==> src/sv/hole_fit_allocator_defines.svh <==
// ----------------------------------------------------------------------------
// Hole fit allocator assertion macros
// Concurrent assertion wrappers, clocked on clk and disabled in reset.
// ----------------------------------------------------------------------------
`ifndef HOLE_FIT_ALLOCATOR_DEFINES_SVH
`define HOLE_FIT_ALLOCATOR_DEFINES_SVH

`ifndef SYNTHESIS

// same-cycle implication
`define HFA_ASSERT_IMP(lbl, ante, cons) \
  lbl: assert property (@(posedge clk) disable iff (!rst_n) (ante) |-> (cons)) \
    else $error("hole_fit_allocator: assertion failed");

// next-cycle implication
`define HFA_ASSERT_NXT(lbl, ante, cons) \
  lbl: assert property (@(posedge clk) disable iff (!rst_n) (ante) |=> (cons)) \
    else $error("hole_fit_allocator: assertion failed");

`else

`define HFA_ASSERT_IMP(lbl, ante, cons)
`define HFA_ASSERT_NXT(lbl, ante, cons)

`endif

`endif

==> src/sv/hfa_pkg.sv <==
// ----------------------------------------------------------------------------
// Hole fit allocator package
// Sizes, codes, beat types and the cell chain token shared by all modules.
// ----------------------------------------------------------------------------
package hfa_pkg;

  // table geometry
  localparam int MAX_HOLES = 16;
  localparam int SIZE_BITS = 16;
  localparam int IDX_W     = (MAX_HOLES > 1) ? $clog2(MAX_HOLES) : 1;
  localparam int CNT_W     = $clog2(MAX_HOLES + 1);

  // fixed beat field widths
  localparam int OP_W     = 2;
  localparam int REQ_W    = 16;
  localparam int STATUS_W = 2;
  localparam int HIDX_W   = 4;
  localparam int LEFT_W   = 16;
  localparam int SUM_W    = 20;
  localparam int MODE_W   = 2;

  // operation codes
  localparam logic [OP_W-1:0] OP_CLEAR  = 2'd0;
  localparam logic [OP_W-1:0] OP_APPEND = 2'd1;
  localparam logic [OP_W-1:0] OP_REQ    = 2'd2;

  // status codes
  localparam logic [STATUS_W-1:0] ST_OK      = 2'd0;
  localparam logic [STATUS_W-1:0] ST_NOFIT   = 2'd1;
  localparam logic [STATUS_W-1:0] ST_REFUSED = 2'd2;
  localparam logic [STATUS_W-1:0] ST_FULL    = 2'd3;

  // placement policies (anything else acts as first fit)
  localparam logic [MODE_W-1:0] MODE_FIRST = 2'd0;
  localparam logic [MODE_W-1:0] MODE_BEST  = 2'd1;
  localparam logic [MODE_W-1:0] MODE_WORST = 2'd2;

  typedef struct packed {
    logic [OP_W-1:0]  op;
    logic [REQ_W-1:0] size;
  } in_beat_t;

  typedef struct packed {
    logic [STATUS_W-1:0] status;
    logic [HIDX_W-1:0]   hole_index;
    logic [LEFT_W-1:0]   hole_left;
    logic [SUM_W-1:0]    total_free;
  } out_beat_t;

  // search token walking down the cell chain
  typedef struct packed {
    logic                 valid;
    logic                 found;
    logic [IDX_W-1:0]     pick;
    logic [SIZE_BITS-1:0] best;
  } token_t;

  // broadcast from the controller to every cell
  typedef struct packed {
    logic                 wr_en;
    logic [IDX_W-1:0]     wr_idx;
    logic [SIZE_BITS-1:0] wr_data;
    logic [SIZE_BITS-1:0] req_size;
    logic [MODE_W-1:0]    fit_mode;
    logic [CNT_W-1:0]     hole_count;
  } cell_ctl_t;

endpackage

==> src/sv/hfa_cell.sv <==
// ----------------------------------------------------------------------------
// Hole fit allocator cell
// Holds one hole size, checks the passing token against it and forwards the
// possibly updated token, registered, to the next cell.
// ----------------------------------------------------------------------------
module hfa_cell (
  input  logic                     clk,
  input  logic                     rst_n,
  input  logic [hfa_pkg::IDX_W-1:0] cell_idx,
  input  hfa_pkg::cell_ctl_t       ctl,
  input  hfa_pkg::token_t          tok_in,
  output hfa_pkg::token_t          tok_out
);
  import hfa_pkg::*;

  logic [SIZE_BITS-1:0] hole_r;
  token_t               tok_r;
  token_t               tok_nxt;
  logic                 loaded;
  logic                 fits;
  logic                 better;
  logic                 take;

  // hole storage, written by append or grant
  always_ff @(posedge clk) begin
    if (ctl.wr_en && (ctl.wr_idx == cell_idx)) begin
      hole_r <= ctl.wr_data;
    end
  end

  // candidate check against the running choice
  always_comb begin
    loaded = ctl.hole_count > CNT_W'(cell_idx);
    fits   = loaded && (hole_r >= ctl.req_size);
    case (ctl.fit_mode)
      MODE_BEST:  better = hole_r < tok_in.best;
      MODE_WORST: better = hole_r > tok_in.best;
      default:    better = 1'b0;
    endcase
    take = tok_in.valid && fits && (!tok_in.found || better);
    tok_nxt = tok_in;
    if (take) begin
      tok_nxt.found = 1'b1;
      tok_nxt.pick  = cell_idx;
      tok_nxt.best  = hole_r;
    end
  end

  // token stage
  always_ff @(posedge clk) begin
    if (!rst_n) begin
      tok_r <= '0;
    end else begin
      tok_r <= tok_nxt;
    end
  end

  assign tok_out = tok_r;

endmodule

==> src/sv/hole_fit_allocator.sv <==
// ----------------------------------------------------------------------------
// Hole fit allocator
// First, best or worst fit placement of requests into a table of free holes,
// searched by a token that walks a chain of one cell per hole.
// ----------------------------------------------------------------------------
//  channel | ports                        | beat
//  --------+------------------------------+-----------------------------------
//  in      | in_valid, in_stall, in_data  | op, size
//  out     | out_valid, out_stall, out_data | status, hole_index, hole_left,
//          |                              | total_free
//  cfg     | cfg_wr_en, cfg_wr_data       | fit_mode
//
//  Clear, append, a refused request and an unknown op skip the search.
//  A searched request launches a token that crosses one cell per cycle;
//  then the result is captured and the chosen hole is written.
//  One item is in work at a time; the next beat is taken while a result
//  still waits in the output register. Reset empties the table at once.
//  Out stall only delays the finishing step.
// ----------------------------------------------------------------------------
`include "hole_fit_allocator_defines.svh"

module hole_fit_allocator (
  input  logic                        clk,
  input  logic                        rst_n,
  input  logic                        in_valid,
  output logic                        in_stall,
  input  hfa_pkg::in_beat_t           in_data,
  output logic                        out_valid,
  input  logic                        out_stall,
  output hfa_pkg::out_beat_t          out_data,
  input  logic                        cfg_wr_en,
  input  logic [hfa_pkg::MODE_W-1:0]  cfg_wr_data
);
  import hfa_pkg::*;

  typedef enum logic [2:0] {
    S_IDLE   = 3'b001,
    S_SEARCH = 3'b010,
    S_DONE   = 3'b100
  } state_t;

  state_t               state_r, state_nxt;
  logic [MODE_W-1:0]    fit_mode_r;
  logic [OP_W-1:0]      op_r;
  logic [SIZE_BITS-1:0] size_r;
  logic [CNT_W-1:0]     count_r, count_nxt;
  logic                 failed_r, failed_nxt;
  logic [SUM_W-1:0]     sum_r, sum_nxt;
  token_t               launch_r, launch_nxt;
  token_t               res_r;
  logic                 out_valid_r;
  out_beat_t            out_data_r;
  out_beat_t            res_beat;
  cell_ctl_t            ctl;
  token_t               chain [MAX_HOLES+1];
  logic [MAX_HOLES-1:0] tok_valid_vec;
  logic                 in_acc;
  logic                 out_free;
  logic                 finish;
  logic                 wr_en;
  logic [IDX_W-1:0]     wr_idx;
  logic [SIZE_BITS-1:0] wr_data;
  logic [SIZE_BITS-1:0] grant_left;

  assign in_stall = (state_r != S_IDLE);
  assign in_acc   = in_valid && !in_stall;
  assign out_free = !out_valid_r || !out_stall;
  assign finish   = (state_r == S_DONE) && out_free;
  assign grant_left = res_r.best - size_r;

  // cell chain
  assign chain[0] = launch_r;
  for (genvar k = 0; k < MAX_HOLES; k++) begin : g_cell
    hfa_cell u_cell (
      .clk      (clk),
      .rst_n    (rst_n),
      .cell_idx (IDX_W'(k)),
      .ctl      (ctl),
      .tok_in   (chain[k]),
      .tok_out  (chain[k+1])
    );
    assign tok_valid_vec[k] = chain[k+1].valid;
  end

  always_comb begin
    ctl.wr_en      = wr_en;
    ctl.wr_idx     = wr_idx;
    ctl.wr_data    = wr_data;
    ctl.req_size   = size_r;
    ctl.fit_mode   = fit_mode_r;
    ctl.hole_count = count_r;
  end

  // sequencer and token launch
  always_comb begin
    state_nxt  = state_r;
    launch_nxt = launch_r;
    launch_nxt.valid = 1'b0;
    case (state_r)
      S_IDLE: begin
        if (in_acc) begin
          if ((in_data.op == OP_REQ) && !failed_r) begin
            state_nxt        = S_SEARCH;
            launch_nxt.valid = 1'b1;
            launch_nxt.found = 1'b0;
            launch_nxt.pick  = '0;
            launch_nxt.best  = '0;
          end else begin
            state_nxt = S_DONE;
          end
        end
      end
      S_SEARCH: begin
        if (chain[MAX_HOLES].valid) begin
          state_nxt = S_DONE;
        end
      end
      S_DONE: begin
        if (out_free) begin
          state_nxt = S_IDLE;
        end
      end
      default: state_nxt = S_IDLE;
    endcase
  end

  // finishing step: table update and result beat
  always_comb begin
    count_nxt  = count_r;
    failed_nxt = failed_r;
    sum_nxt    = sum_r;
    wr_en      = 1'b0;
    wr_idx     = count_r[IDX_W-1:0];
    wr_data    = size_r;
    res_beat   = '0;
    case (op_r)
      OP_CLEAR: begin
        count_nxt  = '0;
        failed_nxt = 1'b0;
        sum_nxt    = '0;
      end
      OP_APPEND: begin
        if (count_r == CNT_W'(MAX_HOLES)) begin
          res_beat.status = ST_FULL;
        end else begin
          wr_en     = finish;
          count_nxt = count_r + 1'b1;
          sum_nxt   = sum_r + SUM_W'(size_r);
          res_beat.hole_index = HIDX_W'(count_r[IDX_W-1:0]);
          res_beat.hole_left  = LEFT_W'(size_r);
        end
      end
      OP_REQ: begin
        if (failed_r) begin
          res_beat.status = ST_REFUSED;
        end else if (!res_r.found) begin
          failed_nxt      = 1'b1;
          res_beat.status = ST_NOFIT;
        end else begin
          wr_en   = finish;
          wr_idx  = res_r.pick;
          wr_data = grant_left;
          sum_nxt = sum_r - SUM_W'(size_r);
          res_beat.hole_index = HIDX_W'(res_r.pick);
          res_beat.hole_left  = LEFT_W'(grant_left);
        end
      end
      default: ;
    endcase
    res_beat.total_free = sum_nxt;
  end

  // control registers
  always_ff @(posedge clk) begin
    if (!rst_n) begin
      state_r     <= S_IDLE;
      fit_mode_r  <= MODE_FIRST;
      count_r     <= '0;
      failed_r    <= 1'b0;
      sum_r       <= '0;
      launch_r    <= '0;
      out_valid_r <= 1'b0;
    end else begin
      state_r  <= state_nxt;
      launch_r <= launch_nxt;
      if (cfg_wr_en) begin
        fit_mode_r <= cfg_wr_data;
      end
      if (finish) begin
        count_r     <= count_nxt;
        failed_r    <= failed_nxt;
        sum_r       <= sum_nxt;
        out_valid_r <= 1'b1;
      end else if (!out_stall) begin
        out_valid_r <= 1'b0;
      end
    end
  end

  // payload registers
  always_ff @(posedge clk) begin
    if (in_acc) begin
      op_r   <= in_data.op;
      size_r <= SIZE_BITS'(in_data.size);
    end
    if ((state_r == S_SEARCH) && chain[MAX_HOLES].valid) begin
      res_r <= chain[MAX_HOLES];
    end
    if (finish) begin
      out_data_r <= res_beat;
    end
  end

  assign out_valid = out_valid_r;
  assign out_data  = out_data_r;

  // checks
  `HFA_ASSERT_IMP(a_one_token, 1'b1, $countones(tok_valid_vec) <= 1)
  `HFA_ASSERT_IMP(a_token_in_search, chain[MAX_HOLES].valid, state_r == S_SEARCH)
  `HFA_ASSERT_IMP(a_count_bound, 1'b1, count_r <= CNT_W'(MAX_HOLES))
  `HFA_ASSERT_IMP(a_out_after_done, $rose(out_valid_r), $past(state_r == S_DONE))
  `HFA_ASSERT_NXT(a_nofit_sets_flag, finish && (op_r == OP_REQ) && !failed_r && !res_r.found, failed_r)

endmodule
==> config.mk <==
export PLATFORM = sky130hd
export DESIGN_NAME = hole_fit_allocator
export DESIGN_NICKNAME = d
export VERILOG_FILES = /design/src/sv/hfa_pkg.sv /design/src/sv/hfa_cell.sv /design/src/sv/hole_fit_allocator.sv
export VERILOG_INCLUDE_DIRS = /design/src /design/src/sv
export SDC_FILE = /design/constraint.sdc
export NUM_CORES = 2
export LEC_CHECK = 0
export BUFFER_PORTS_ARGS = -buffer_cell sky130_fd_sc_hd__buf_2
export CORE_ASPECT_RATIO = 1.5
export CORE_UTILIZATION = 58
export DETAILED_ROUTE_END_ITERATION = 6
export PLACE_DENSITY = 0.74
export SETUP_SLACK_MARGIN = 0.02
export SYNTH_ARGS = -nofsm -noshare
export SYNTH_HDL_FRONTEND = slang
export SYNTH_SLANG_ARGS = --single-unit
==> constraint.sdc <==
create_clock -name clk -period 5 [get_ports clk]
set_input_delay 1 -clock clk [delete_from_list [all_inputs] [get_ports clk]]
set_output_delay 1 -clock clk [all_outputs]
set_load 0.02 [all_outputs]
* Word level (Yosys, flattened, before mapping)
Cells that the tools add are included.
** Operators by class
- Add/sub/neg operators :: 4
- Order comparisons :: 62
- Equal/unequal tests :: 30
- Multiplexer cells :: 65
- Bitwise logic cells :: 1
- Reduce and logical (&&, ||, !) cells :: 122
** Operators with widths (number)
- 21-bit 2-to-1 mux :: 16
- 16-bit >= comparator :: 16
- 16-bit greater-than comparator :: 15
- 16-bit < comparator :: 15
- 20-bit 2-to-1 mux :: 6
- 1-bit logical AND :: 67
- 20-bit one-hot mux with 3 select lines :: 1
- 16-bit 2-to-1 mux :: 3
- 22-bit one-hot mux with 2 select lines :: 1
- 5-bit by 4-bit greater-than comparator with 1-bit output (second input constant) :: 8
- 1-bit one-hot mux with 2 select lines :: 17
- 4-bit equality test (second input constant) :: 8
- 22-bit 2-to-1 mux :: 1
- 2-bit OR reduction :: 11
- 20-bit by 16-bit adder with 20-bit output :: 1
- 5-bit by 3-bit greater-than comparator with 1-bit output (second input constant) :: 4
- 20-bit by 16-bit subtractor with 20-bit output :: 1
- 1-bit logical NOT :: 19
- 4-bit by 3-bit equality test with 1-bit output (second input constant) :: 4
- 1-bit logical OR :: 16
- 16-bit subtractor :: 1
- 3-bit 2-to-1 mux :: 4
- 4-bit 2-to-1 mux :: 3
- 5-bit by 1-bit greater-than comparator with 1-bit output (second input constant) :: 2
- 24 further kinds :: 44
** Storage, ports and cells
- Flip-flop bits (word level) :: 707
- Input bits :: 25
- Output and inout port bits :: 44
- Word-level logic and storage cells :: 390

* Depth between registers and ports, before layout
- Depth after elaboration :: 7
- Depth in mapped cells :: 13
- Depth with buffers taken out :: 13

* Modules after synthesis
From an unflattened synthesis, not the netlist that was laid out.
** Second synthesis, totals
- Cells, all modules :: 4748
- Area, all modules :: 45468.6 um2
** By module, submodules not included
- hfa_cell :: instances 16, cells an instance 248, area each 2377.3 um2
- hole_fit_allocator :: instances 1, cells an instance 780, area each 7432.1 um2

* Worst setup path before layout
No wires, ideal clock.
- Path kind :: flip-flop to flip-flop
- Start :: reg size_r[0]
- End :: reg g_cell[0].u_cell.hole_r[14] (data pin)
- Arrival time :: 3360 ps
- Setup slack :: 1310 ps
- Stages on the path, launching flop included :: 13
- Path buffers :: 0
- Clock period less this slack :: 3690 ps
- Cell sequence :: edfxtp_1 ha_1 inv_1 fa_1 a211oi_1 o21ai_0 a2111oi_2 o31ai_1 a21o_1 a21oi_1 xnor2_1 nand2_1 o21ai_0
** RTL lines
- start: declaration :: line hole_fit_allocator.sv:45 : logic [SIZE_BITS-1:0] size_r;
- start signal: assignment :: line hole_fit_allocator.sv:204 : size_r <= SIZE_BITS'(in_data.size);
- end signal: assignment :: line hfa_cell.sv:27 : hole_r <= ctl.wr_data;
- end: declaration :: line hfa_cell.sv:16 : logic [SIZE_BITS-1:0] hole_r;

* Final worst setup path
- Start :: reg size_r[11]
- End :: reg g_cell[12].u_cell.tok_r (netlist bit g_cell[12].u_cell.tok_out[13])
** On the way
- Longest elaborated chain between the ends :: 5
** Ends and longest elaborated chain
- 16-bit >= comparator :: line hfa_cell.sv:34 : fits = loaded && (hole_r >= ctl.req_size);
- 1-bit logical AND :: line hfa_cell.sv:34
- 1-bit logical AND (2 in a row) :: line hfa_cell.sv:40 : take = tok_in.valid && fits && (!tok_in.found || better);
- 21-bit 2-to-1 mux :: line hfa_cell.sv:42 : if (take) begin
- end signal: assignment :: line hfa_cell.sv:54 : tok_r <= tok_nxt;
- end: declaration :: line hfa_cell.sv:17 : token_t tok_r;
No other way between the ends.
A chain may end at the register's enable or synchronous reset.

==> reports/qor.yml <==
clock_network:
  tritoncts_clock_tree: "yes"
  tritoncts.num_buffers: 69
  cts.sinks: 707
  holdBufCountCts: 0
  cts_htree_levels: 3
  insertion_delay_ns: 0.63
  clk_path_buf_depth: 3
  cts_root_buffer: "sky130_fd_sc_hd__clkbuf_16"
  cts.repair.resized: 0
  clk_transition_reported_paths_ns: 0.07
  cts_setup_buffers: 0
floorplan:
  design.portCount: 69
  die_area_um2: 66700
  die-height_um: 316
  initial_utilization: 0.589
  floorplan.core_area_um2: 64600
  placement_rows: 114
  fp.dieW_um: 211
timing:
  hold_violations: 0
  skew_ns: 0.0258
  max_freq_mhz: 256
  transition_time_at_the_pin_with_the_least_slew_margin_ns: 1.24
  final-setup-viol-count: 0
  max_slew_margin: 0.174
  rsz_0062_raised_after_global_routing: "no"
  final.setup.tns_ns: 0
  slew_violations: 0
  layout_worst_path_cycle_share: 0.782
  period_minus_ws_final_ns: 3.91
yosys:
  yosysMostFrequentCell: "sky130_fd_sc_hd__ha_1"
  synth_seq_cells: 707
  synth_warnings: 0
  synth-compound-area-share: 0.158
  yosys-mux-area-fraction: 0.0250
  post_synth_main_area_contributors: "sky130_fd_sc_hd__edfxtp_1, sky130_fd_sc_hd__dfxtp_1, sky130_fd_sc_hd__ha_1"
  largest_family_of_logic_cells_by_synthesized_area: "adder cells"
  synth_fa_ha_area_frac: 0.183
  synth_edf_count: 337
  netlist.area_leader.share: 0.266
  synth_nets: 4277
  synth.yosys.seq_area_share: 0.460
  synth.largest_area_cell: "sky130_fd_sc_hd__edfxtp_1"
  synthSimpleGateAreaFrac: 0.124
  post_synth_most_frequent_cells: "sky130_fd_sc_hd__ha_1, sky130_fd_sc_hd__dfxtp_1, sky130_fd_sc_hd__edfxtp_1, sky130_fd_sc_hd__inv_1, sky130_fd_sc_hd__nand2_1"
  async_flop_share: 0
  netlist_area_um2: 38100
  syn_inst: 3696
  synth_cell_types: 83
  synth-xor-area-share: 0.00276
  synth_flop_cell: "sky130_fd_sc_hd__dfxtp_1"
  post_synth.cell_area_avg_um2: 10.3
global_route:
  grt_start_max_net_pins: 224
  grt_use_total: 0.334
  number_of_antenna_violations_at_the_first_check_in_global_routing: 2
  first_global_vias: 28392
  grt_pass1_wl_um: 167000
  overflow: 0
layout:
  flow.area_growth_from_synthesis_pct: 10.1
  area.sequential_um2: 17500
  finalNetCount: 4346
  multiInputGateArea_um2: 18900
  postLayoutCoreUtil: 0.649
  fill_cells: 5034
  drive_above_1_share: 0.0762
  antenna_cells_inserted: 0
status:
  run_status: "finished clean"
route:
  drt-pass1-iter-count: 7
  avgViaCountPerCell: 6.22
  drc_viols: 0
  avgRoutedWirePerCell_um: 23.7
  detail_route.wirelength_um: 111000
  antenna_violating_nets_post_route: 0
  routed-via-count: 29174
  detail_route.iter0.violations: 2333
placement:
  hpwl_um: 78100
  gp_routability_congestion: 1.01
  placement.io_buffers: 68
worst_setup_path:
  arrival_ns: 4.44
  path_class: "reg -> reg"
  critical_path.endpoint_type: "flop"
  cp_max_fo: 20
  startpoint_type: "flop"
  worst_endpoint_required_time_ns: 5.53
pwr:
  cellPowerDensity_nw_per_um2: 302
  power_consumption_uw: 12700
  max-vdd-ir-drop_v: 0.000210
  power_leakage_uw: 0.0165
run:
  maxCapViolCount: 0
min_path:
  hold_class: "reg -> reg"
[kinds of logic after synthesis]
kind of cell               count (synthesis)
and+or+nand+nor                          971
AOI/OAI and AO/OA                        896
DFF                                      707
adders and majority gates                556
buffers and inverters                    459
muxes                                     95
xor gates and xnor gates                  12
[worst paths after layout]
path	startpoint	cells after the start	slack (ns)	to
worst max-delay path	size_r[11]	11	1.09	g_cell[12].u_cell.tok_out[13]
worst min register to register	g_cell[15].u_cell.tok_out[4]	0	0.40	res_r[4]
worst min-delay path	g_cell[15].u_cell.tok_out[4]	0	0.40	res_r[4]
worst max register to register	size_r[11]	11	1.09	g_cell[12].u_cell.tok_out[13]
[per-stage QoR]
| stage | setup slack (ns) | instance area (um^2) | cells | hold WS (ns) |
|---|---|---|---|---|
| 6_report | 1.09 | 41900 | 4688 | 0.397 |
| 5_1_grt | 0.874 | 41900 | 4688 | 0.399 |
| 4_1_cts | 1.13 | 41900 | 4688 | 0.399 |
| 3_5_place_dp | 1.18 | 39700 | 4564 | 0.389 |
| 3_3_place_gp | 1.21 | 39700 | 4564 | 0.386 |
| 2_1_floorplan | 1.31 | 38100 | 3696 | 0.386 |
[power by group]
group	leakage (uW)	internal (uW)	switching (uW)
combinational	0.00942	368	874
clock	0.00107	3000	2250
sequential	0.00603	6140	29.9
total	0.0165	9500	3150
[cells in the final DEF (no fill, tap or decap), types with 25 or more instances in the layout]
| cell type | instances |
|---|---|
| sky130_fd_sc_hd__ha_1 | 553 |
| sky130_fd_sc_hd__dfxtp_1 | 370 |
| sky130_fd_sc_hd__edfxtp_1 | 337 |
| sky130_fd_sc_hd__inv_1 | 312 |
| sky130_fd_sc_hd__nand2_1 | 234 |
| sky130_fd_sc_hd__nor2_1 | 222 |
| sky130_fd_sc_hd__nand3_1 | 209 |
| sky130_fd_sc_hd__a21oi_1 | 199 |
| sky130_fd_sc_hd__o31ai_1 | 169 |
| sky130_fd_sc_hd__o21ai_0 | 122 |
| sky130_fd_sc_hd__a21o_1 | 121 |
| sky130_fd_sc_hd__mux2i_1 | 93 |
| sky130_fd_sc_hd__buf_4 | 73 |
| sky130_fd_sc_hd__clkbuf_16 | 71 |
| sky130_fd_sc_hd__buf_2 | 67 |
| sky130_fd_sc_hd__o21a_1 | 61 |
| sky130_fd_sc_hd__nand4_1 | 50 |
| sky130_fd_sc_hd__and2_1 | 43 |
| sky130_fd_sc_hd__nor3_1 | 41 |
| sky130_fd_sc_hd__nor2b_1 | 38 |
| sky130_fd_sc_hd__nand2b_1 | 34 |
| sky130_fd_sc_hd__clkbuf_1 | 25 |
[final cells by class]
cell class	instances	share of cell area
multi-input combinational	2530	0.452
tap	870	0.0260
timing repair buffer	143	0.0224
sequential	707	0.418
clock buffer	104	0.0473
clock inverter	20	0.00567
inverter	314	0.0283
[registers in the layout, summed over array words and instances (netlist names)]
name and cells:
chain 1, sum_r 20, size_r 16, state_r 3
g_cell.u_cell.tok_out 337, op_r 2, out_data 42, g_cell.u_cell.hole_r 256
res_r 21, count_r 5, fit_mode_r 2, failed_r 1
out_valid 1
[routing by layer]
metal | global-route usage | part of all wire | up-vias
met2 | 0.575 | 0.48 | 1136
met5 | 0 | 0.00012 | -
met1 | 0.382 | 0.37 | 14016
met4 | 0.249 | 0.081 | 2
li1 | - | - | 13658
met3 | 0.0389 | 0.062 | 362
[critical path: stages (launching register included)]
cell and delay [ns]:
sky130_fd_sc_hd__edfxtp_1 0.41, sky130_fd_sc_hd__inv_1 0.61, sky130_fd_sc_hd__ha_1 0.28, sky130_fd_sc_hd__nand4_1 0.14, sky130_fd_sc_hd__or4_1 0.54, sky130_fd_sc_hd__o21ai_0 0.09
sky130_fd_sc_hd__a31oi_1 0.08, sky130_fd_sc_hd__a211oi_1 0.37, sky130_fd_sc_hd__a21boi_2 0.71, sky130_fd_sc_hd__buf_4 0.35, sky130_fd_sc_hd__nand3_1 0.10, sky130_fd_sc_hd__o31ai_1 0.11
(Power assumes the default switching activity.)
